[src/rtl/fmvp_pkg.sv]
// Package for the FM voice parameter packer.
// Holds the item, held-state and packed-result types and the shared constants.
// No dependencies.
`timescale 1ns / 1ps

package fmvp_pkg;

  localparam int VoiceSlots  = 32;
  localparam int SlotW       = 5;
  localparam int PosW        = 8;
  localparam int ByteW       = 8;
  localparam int OffW        = 7;
  localparam int AddrW       = 13;
  localparam int OpEnW       = 6;
  localparam int InDataW     = 24;
  localparam int OutDataW    = 24;

  localparam logic [PosW-1:0] PosOpEnd     = 8'd126;
  localparam logic [PosW-1:0] PosGlobalEnd = 8'd134;
  localparam logic [PosW-1:0] PosFeedback  = 8'd135;
  localparam logic [PosW-1:0] PosOscSync   = 8'd136;
  localparam logic [PosW-1:0] PosGlobal2   = 8'd140;
  localparam logic [PosW-1:0] PosLfoSync   = 8'd141;
  localparam logic [PosW-1:0] PosLfoWave   = 8'd142;
  localparam logic [PosW-1:0] PosLfoPacked = 8'd143;
  localparam logic [PosW-1:0] PosTranspose = 8'd144;
  localparam logic [PosW-1:0] PosNameFirst = 8'd145;
  localparam logic [PosW-1:0] PosLast      = 8'd154;

  localparam logic [ByteW-1:0] CharSpace   = 8'h20;
  localparam logic [AddrW-1:0] AddrBase    = 13'd6;

  typedef struct packed {
    logic [SlotW-1:0] voice_slot;
    logic [PosW-1:0]  unpacked_position;
    logic [ByteW-1:0] byte_value;
  } item_t;

  typedef struct packed {
    logic [1:0] left_curve;
    logic [2:0] rate_scaling;
    logic [1:0] amp_mod_sens;
    logic       osc_mode;
    logic [2:0] feedback;
    logic       lfo_sync;
    logic [2:0] lfo_wave;
    logic       name_ended;
  } held_t;

  typedef struct packed {
    logic             emit;
    logic [OffW-1:0]  offset;
    logic [ByteW-1:0] value;
  } packed_res_t;

endpackage

[src/rtl/fmvp_pack.sv]
// Combinational packing of one unpacked voice byte.
// Maps a position to its packed offset and byte and updates the held fields.
// Depends on fmvp_pkg.
`timescale 1ns / 1ps

module fmvp_pack (
  input  fmvp_pkg::item_t                 item,
  input  fmvp_pkg::held_t                 held,
  input  logic [fmvp_pkg::OpEnW-1:0]      operator_enable,
  output fmvp_pkg::held_t                 held_next,
  output fmvp_pkg::packed_res_t           res
);

  logic [fmvp_pkg::PosW-1:0]  pos;
  logic [fmvp_pkg::ByteW-1:0] b;
  logic [2:0]                 op;
  logic [fmvp_pkg::PosW-1:0]  op_first;
  logic [fmvp_pkg::OffW-1:0]  op_base;
  logic [fmvp_pkg::PosW-1:0]  r_wide;
  logic [4:0]                 r;
  logic                       slot_ok;
  logic                       name_end;
  logic [fmvp_pkg::PosW-1:0]  pos_rel;

  assign pos     = item.unpacked_position;
  assign b       = item.byte_value;
  assign slot_ok = 32'(item.voice_slot) < fmvp_pkg::VoiceSlots;

  always_comb begin
    op = 3'(32'(pos >= 8'd21) + 32'(pos >= 8'd42) + 32'(pos >= 8'd63) +
            32'(pos >= 8'd84) + 32'(pos >= 8'd105));
    case (op)
      3'd0:    begin op_first = 8'd0;   op_base = 7'd0;  end
      3'd1:    begin op_first = 8'd21;  op_base = 7'd17; end
      3'd2:    begin op_first = 8'd42;  op_base = 7'd34; end
      3'd3:    begin op_first = 8'd63;  op_base = 7'd51; end
      3'd4:    begin op_first = 8'd84;  op_base = 7'd68; end
      default: begin op_first = 8'd105; op_base = 7'd85; end
    endcase
    r_wide  = pos - op_first;
    r       = r_wide[4:0];
    pos_rel = pos - fmvp_pkg::PosNameFirst;
  end

  always_comb begin
    held_next  = held;
    res.emit   = 1'b0;
    res.offset = '0;
    res.value  = b;
    name_end   = held.name_ended;
    if (slot_ok && pos <= fmvp_pkg::PosLast) begin
      res.emit = 1'b1;
      if (pos < fmvp_pkg::PosOpEnd) begin
        case (r)
          5'd11: begin
            held_next.left_curve = b[1:0];
            res.emit = 1'b0;
          end
          5'd12: begin
            res.offset = op_base + 7'd11;
            res.value  = {4'd0, b[1:0], held.left_curve};
          end
          5'd13: begin
            held_next.rate_scaling = b[2:0];
            res.emit = 1'b0;
          end
          5'd14: begin
            held_next.amp_mod_sens = b[1:0];
            res.emit = 1'b0;
          end
          5'd15: begin
            res.offset = op_base + 7'd13;
            res.value  = {3'd0, b[2:0], held.amp_mod_sens};
          end
          5'd16: begin
            res.offset = op_base + 7'd14;
            res.value  = operator_enable[op] ? b : 8'd0;
          end
          5'd17: begin
            held_next.osc_mode = b[0];
            res.emit = 1'b0;
          end
          5'd18: begin
            res.offset = op_base + 7'd15;
            res.value  = {2'd0, b[4:0], held.osc_mode};
          end
          5'd19: begin
            res.offset = op_base + 7'd16;
          end
          5'd20: begin
            res.offset = op_base + 7'd12;
            res.value  = {1'b0, b[3:0], held.rate_scaling};
          end
          default: begin
            res.offset = op_base + 7'(r);
          end
        endcase
      end else if (pos <= fmvp_pkg::PosGlobalEnd) begin
        res.offset = 7'(pos - 8'd24);
      end else if (pos == fmvp_pkg::PosFeedback) begin
        held_next.feedback = b[2:0];
        res.emit = 1'b0;
      end else if (pos == fmvp_pkg::PosOscSync) begin
        res.offset = 7'd111;
        res.value  = {4'd0, b[0], held.feedback};
      end else if (pos <= fmvp_pkg::PosGlobal2) begin
        res.offset = 7'(pos - 8'd25);
      end else if (pos == fmvp_pkg::PosLfoSync) begin
        held_next.lfo_sync = b[0];
        res.emit = 1'b0;
      end else if (pos == fmvp_pkg::PosLfoWave) begin
        held_next.lfo_wave = b[2:0];
        res.emit = 1'b0;
      end else if (pos == fmvp_pkg::PosLfoPacked) begin
        res.offset = 7'd116;
        res.value  = {1'b0, b[2:0], held.lfo_wave, held.lfo_sync};
      end else if (pos == fmvp_pkg::PosTranspose) begin
        res.offset = 7'd117;
      end else begin
        if (pos == fmvp_pkg::PosNameFirst) begin
          name_end = 1'b0;
        end
        if (b == 8'd0) begin
          name_end = 1'b1;
        end
        held_next.name_ended = name_end;
        res.offset = 7'd118 + pos_rel[6:0];
        if (name_end || b < 8'd32 || b > 8'd127) begin
          res.value = fmvp_pkg::CharSpace;
        end
      end
    end
  end

endmodule

[src/rtl/fm_voice_parameter_packer_top.sv]
// Top level of the FM voice parameter packer.
// Holds the input stage, the held fields and the result register.
// Depends on fmvp_pkg and fmvp_pack.
`timescale 1ns / 1ps

// The block takes one unpacked voice byte per transaction on the s_axis
// channel and writes packed cartridge bytes on the m_axis channel.
// Bytes of one voice must arrive in ascending position order. Held
// positions and ignored items produce no output transaction.
// The cfg channel writes operator_enable; it is always ready and should be
// written only while no items are in flight.
// An item goes to an input register, is packed by combinational logic
// and lands in the result register, which drives m_axis_tvalid.
// Throughput is one item per cycle while the receiver does not stall,
// set by the single input register and the single result register.
// When the receiver stalls, the result register holds its transaction and
// the input register takes one more item; s_axis_tready drops after that.
// Items that give no result still drain during a stall.
// Synchronous reset empties both registers, clears the held fields and
// sets operator_enable to all ones.

module fm_voice_parameter_packer_top (
  input  logic                            clk,
  input  logic                            rst,
  input  logic                            cfg_valid,
  output logic                            cfg_ready,
  input  logic [fmvp_pkg::OpEnW-1:0]      cfg_data,
  input  logic                            s_axis_tvalid,
  output logic                            s_axis_tready,
  // Fields from bit 0: voice_slot[4:0], unpacked_position[12:5], byte_value[20:13].
  input  logic [fmvp_pkg::InDataW-1:0]    s_axis_tdata,
  output logic                            m_axis_tvalid,
  input  logic                            m_axis_tready,
  // Fields from bit 0: packed_address[12:0], packed_byte[20:13].
  output logic [fmvp_pkg::OutDataW-1:0]   m_axis_tdata
);

  logic [fmvp_pkg::OpEnW-1:0] operator_enable;
  logic                       in_valid;
  fmvp_pkg::item_t            in_item;
  fmvp_pkg::held_t            held;
  fmvp_pkg::held_t            held_next;
  fmvp_pkg::packed_res_t      res;
  logic                       in_advance;
  logic                       out_load;
  logic                       out_valid;
  logic [fmvp_pkg::AddrW-1:0] out_addr;
  logic [fmvp_pkg::ByteW-1:0] out_byte;
  logic [fmvp_pkg::AddrW-1:0] addr_next;

  fmvp_pack u_pack (
    .item            (in_item),
    .held            (held),
    .operator_enable (operator_enable),
    .held_next       (held_next),
    .res             (res)
  );

  assign cfg_ready     = 1'b1;
  assign in_advance    = in_valid && (!res.emit || !out_valid || m_axis_tready);
  assign out_load      = in_advance && res.emit;
  assign s_axis_tready = !in_valid || in_advance;
  assign addr_next     = {in_item.voice_slot, res.offset} + fmvp_pkg::AddrBase;

  assign m_axis_tvalid = out_valid;
  assign m_axis_tdata  = {3'd0, out_byte, out_addr};

  always_ff @(posedge clk) begin
    if (rst) begin
      operator_enable <= '1;
    end else if (cfg_valid) begin
      operator_enable <= cfg_data;
    end
  end

  always_ff @(posedge clk) begin
    if (rst) begin
      in_valid <= 1'b0;
    end else if (s_axis_tready) begin
      in_valid <= s_axis_tvalid;
    end
  end

  always_ff @(posedge clk) begin
    if (s_axis_tready && s_axis_tvalid) begin
      in_item.voice_slot        <= s_axis_tdata[4:0];
      in_item.unpacked_position <= s_axis_tdata[12:5];
      in_item.byte_value        <= s_axis_tdata[20:13];
    end
  end

  always_ff @(posedge clk) begin
    if (rst) begin
      held <= '0;
    end else if (in_advance) begin
      held <= held_next;
    end
  end

  always_ff @(posedge clk) begin
    if (rst) begin
      out_valid <= 1'b0;
    end else if (out_load) begin
      out_valid <= 1'b1;
    end else if (m_axis_tready) begin
      out_valid <= 1'b0;
    end
  end

  always_ff @(posedge clk) begin
    if (out_load) begin
      out_addr <= addr_next;
      out_byte <= res.value;
    end
  end

endmodule

[config.mk]
export PLATFORM = sky130hd
export DESIGN_NAME = fm_voice_parameter_packer_top
export DESIGN_NICKNAME = d
export VERILOG_FILES = /design/src/rtl/fmvp_pkg.sv /design/src/rtl/fmvp_pack.sv /design/src/rtl/fm_voice_parameter_packer_top.sv
export SDC_FILE = /design/constraint.sdc
export NUM_CORES = 1
export LEC_CHECK = 0
export BUFFER_PORTS_ARGS = -buffer_cell sky130_fd_sc_hd__clkbuf_2
export CORE_MARGIN = 2
export CORE_UTILIZATION = 55
export CTS_CLUSTER_SIZE = 28
export DETAILED_ROUTE_END_ITERATION = 10
export PLACE_DENSITY = 0.76
export SYNTH_ARGS = -nofsm -noshare
export SYNTH_HDL_FRONTEND = slang
export SYNTH_HIERARCHICAL = 1
export SYNTH_SLANG_ARGS = --single-unit
[constraint.sdc]
create_clock -name clk -period 13.91 [get_ports clk]
set_clock_uncertainty 0.2 [all_clocks]
set_input_delay 0.6955 -clock clk [delete_from_list [all_inputs] [get_ports clk]]
set_output_delay 0.6955 -clock clk [all_outputs]
set_load 0.01 [all_outputs]
==> results by group <==
Clocking
  • Clock Pin Slew Worst Setup and Hold Paths: 0.07 ns
  • Post-CTS Hold Fix Bufs: 0
  • Setup fix buffers added after clock tree synthesis: 0
  • Clock tree from TritonCTS: done
  • Root cell of the clock tree: clkbuf_8
  • Clock sinks: 66
  • Htree depth: 3
  • Post-cts repair resize count: 0
  • Number of buffers between clock root and the deepest sink: 2
  • Clock latency at the later pin of the worst-skew pair: ~0.35 ns
  • Inserted Clock Buffers: 9

Logic synthesis
  • Cell with the most instances after synthesis: nand2_1
  • Xor/xnor share of the synthesized area: 0.04573
  • Fraction of synthesized area in multiplexers: 0.03299
  • Asr flop ratio synth: 0
  • Share of the synthesized area in the top cell type: 0.2294
  • Compound-Gate Fraction of Synth Area: 0.2596
  • Commonest cells post-synth: nand2_1 (64), o21ai_0 (55), a21oi_1 (50), edfxtp_1 (42), nor2_1 (33)
  • #FFs+latches synth: 66
  • Post-synth cell types: 87
  • Combinational family with the most area after synthesis: compound AO/OA/AOI/OAI gates
  • Area share of fa/ha/maj cells after synthesis: 0.07099
  • Number of instances in the synthesized netlist: 638
  • Post-synth top flop: edfxtp_1
  • Mean instance size in the synthesized netlist: around 8.6 um^2
  • Number of synthesized flops with an enable pin: between 40 and 50
  • Largest cells by area after synthesis: edfxtp_1 (23%), dfxtp_1 (8.7%), ha_1 (5.5%)
  • Post-Synthesis Cell Area: about 5500 um^2
  • Post-synthesis share of cell area spent on and, or, nand and nor gates: 0.2061
  • Synthesis warning total: 6
  • Sequential fraction of the synthesis area: 0.3167
  • Cell type with the highest aggregate area in the netlist: edfxtp_1

Final layout
  • Fill cell total of the finished layout: 872
  • Fraction of layout cells with a size suffix above 1: 0.1595
  • Area added between synthesis and finish: 7.622%
  • Layout Nets: 729
  • Area used by multi-input combinational logic: 3400 um^2
  • Sequential cell area: 1742 um^2
  • Antenna cells: 0
  • Post-route cell area: around 5900 um^2

Min path
  • Hold-critical path depth: 2
  • Class of the tightest hold or removal check: reg -> reg
  • End point of the most critical hold path: held[12]
  • Launch point of the worst hold path: held[12]

Placement
  • Port-buffer cells: 54
  • Half-perimeter wire length after detailed placement: 11,080 um
  • Placement-stage cell area: 5732 um^2
  • Gpl congestion: 0.9744

Global routing
  • Aggregate global routing overflow: 0
  • All-layer global routing usage: 0.2830
  • First-pass GRT wire length: 24,550 um
  • Number of antenna violations at the first check in global routing: 0
  • Pin count of the biggest net entering global routing: 30
  • Number of global-route vias before repair: ~4,800

Setup path
  • Category of the most critical setup path: reg -> reg
  • Top cell family by delay on the critical path: adder cells
  • Number of buffers and inverters on the critical path: 3
  • Capture point of the worst reg-to-reg path: out_addr[11]
  • Master of the slowest instance on the critical path: edfxtp_1
  • Worst Setup End Kind: register
  • Setup slack of the most critical reg-to-reg path: roughly 5 ns
  • R2r startpoint: in_item[9]
  • Data required time of the critical path: roughly 14 ns
  • Arrival time at the worst endpoint: ~8.9 ns
  • Crit path max fanout: 14
  • Slowest cell delay on critical path: 0.73 ns
  • Element type at the critical path start: register
  • Worst R2R Path Depth: 28

STA
  • RSZ-0062 raised after global routing: false
  • Transition at the pin with the smallest max-transition slack: 1.074 ns
  • Final Cycle Share: 0.6504
  • Final hold violations: 0
  • Count of pins over their slew limit: 0
  • Final total negative setup slack: 0 ns
  • Number of setup violations in the final report: 0
  • Worst max-slew margin expressed relative to the limit: 0.2843
  • Minimum clock period: 9.047 ns
  • Highest Clock Rate: 0.1105 GHz

Power and ir drop
  • Power share of the clock group: 0.198
  • Fraction of power consumed by sequential logic: 0.301
  • Power Dens Cells: between 100 and 150 nW/um^2
  • Leak: 2.232 nW
  • NetSw: 334.0 uW
  • Logic pwr share: 0.501
  • Maximum vdd ir drop: 0.08554 mV
  • Post-layout power: 789.6 uW
  • Switching part of the total power: 0.4231
  • Total internal power: 455.5 uW

Die
  • Die area: 10,810 um^2
  • # rows: 36
  • Starting Density: 0.5652
  • Number of top-level pins: just over 60
  • Core Region: around 9700 um^2
  • Die Wd: 104.0 um
  • Die extent in y: ~100 um

Routing
  • Count of antenna-violating nets left after detailed routing: 0
  • First DRT Iteration DRCs: 683
  • Average via count per standard cell: 6.460
  • Total length of routed wires: 15,230 um
  • Router iterations before antenna repair: 6
  • Detail-routed net length per standard cell: between 15 and 20 um
  • Highest Signal Layer: met4
  • Via count: between 5,000 and 6,000
  • Routed met2 length: 7057 um
  • DRC violations left: 0
  • Detailed-routed wire length on met3: 1269 um
  • Sum of routed wire segments on met1: 6481 um

Outcome
  • Outcome: complete, no violations

Flow run
  • Max-capacitance violation count: 0
-- how the worst max path moves through the flow --
stage	startpoint	cells past startpoint	to	slack, ns
global route	in_item[9]	28	out_addr[8]	4.30
detailed placement	in_item[9]	28	out_addr[11]	4.93
global placement	in_item[9]	28	out_addr[11]	5.10
CTS	in_item[9]	28	out_addr[11]	4.91
finish	in_item[9]	28	out_addr[11]	4.86
floorplan	in_item[9]	32	out_addr[11]	6.14
-- cells in the final DEF, fill, tap and decap left out, types with 7 or more instances in the layout --
cell type | synthesis | routed
nor2b_1 | 11 | 11
xor2_1 | 11 | 11
a211o_1 | 8 | 8
inv_1 | 29 | 29
edfxtp_1 | 42 | 42
xnor2_1 | 12 | 12
ha_1 | 24 | 24
o21ai_0 | 55 | 55
a21oi_1 | 50 | 50
nand3_1 | 31 | 31
a22oi_1 | 10 | 10
dfxtp_1 | 24 | 24
nor2_1 | 33 | 33
nand2_1 | 64 | 64
nand2b_1 | 7 | 7
clkbuf_8 | 1 | 9
a31oi_1 | 11 | 11
clkbuf_2 | 1 | 54
nor3_1 | 15 | 15
mux2_2 | 12 | 12
a211oi_1 | 11 | 11
nand4_1 | 7 | 7
-- worst reg2reg max path, delay by kind of cell (launching register included) --
| family | cells | cell delay, ns |
|---|---|---|
| xor+xnor | 1 | 0.09 |
| buf+inv | 3 | 0.61 |
| fa+ha+maj | 6 | 2.46 |
| flops | 1 | 0.73 |
| compound gates | 8 | 2.14 |
| simple gates | 9 | 2.23 |
| mux | 1 | 0.32 |
-- cell type report --
type / instances / area share
Multi-Input combinational cell: 500 / 0.5744
Tap cell: 133 / 0.02812
Clock buffer: 11 / 0.02220
Clock inverter: 5 / 0.009302
Inverter: 29 / 0.01839
Sequential cell: 66 / 0.2943
Timing Repair Buffer: 60 / 0.05328
-- layer usage --
layer | up-vias | global-route usage
met3 | 32 | 0.05890
li1 | 2450 | -
met4 | 0 | 0.1062
met1 | 2462 | 0.3833
met2 | 250 | 0.4464
met5 | - | 0
-- power groups by stage --
stage                     Combinational [mW]  Clock (mW)  Sequential (mW)
after floorplan                        0.312           0            0.238
after global routing                   0.432       0.168            0.239
after CTS                              0.389       0.161            0.237
final                                  0.396       0.156            0.237
after global placement                 0.382           0            0.241
after detailed placement               0.387           0            0.241
-- sequential cells by signal, summed over array words and instances, names as in the netlist --
signal / count
in_item: 21
held: 16
out_addr: 13
out_byte: 8
operator_enable: 6
in_valid: 1
m_axis_tvalid: 1
-- through the flow --
stage,std cells,hold WS [ns],util,setup WS (ns)
floorplan,640,0.2622,-,6.144
global placement,788,0.2713,0.5891,5.100
detailed placement,788,0.2826,0.5891,4.935
CTS,804,0.2943,0.6083,4.912
global route,804,0.2968,0.6083,4.298
finish,804,0.2947,0.6083,4.863
-- cell families (layout without fill, tap and decap cells) --
family,count (synthesis),count (layout)
AND/OR/NAND/NOR,214,214
AO/OA/AOI/OAI,213,213
multiplexers,15,15
other,2,4
adder cells (fa/ha/maj),29,29
flip-flops,66,66
buffers and inverters,74,105
XOR/XNOR,25,25
(Power assumes the default switching activity.)
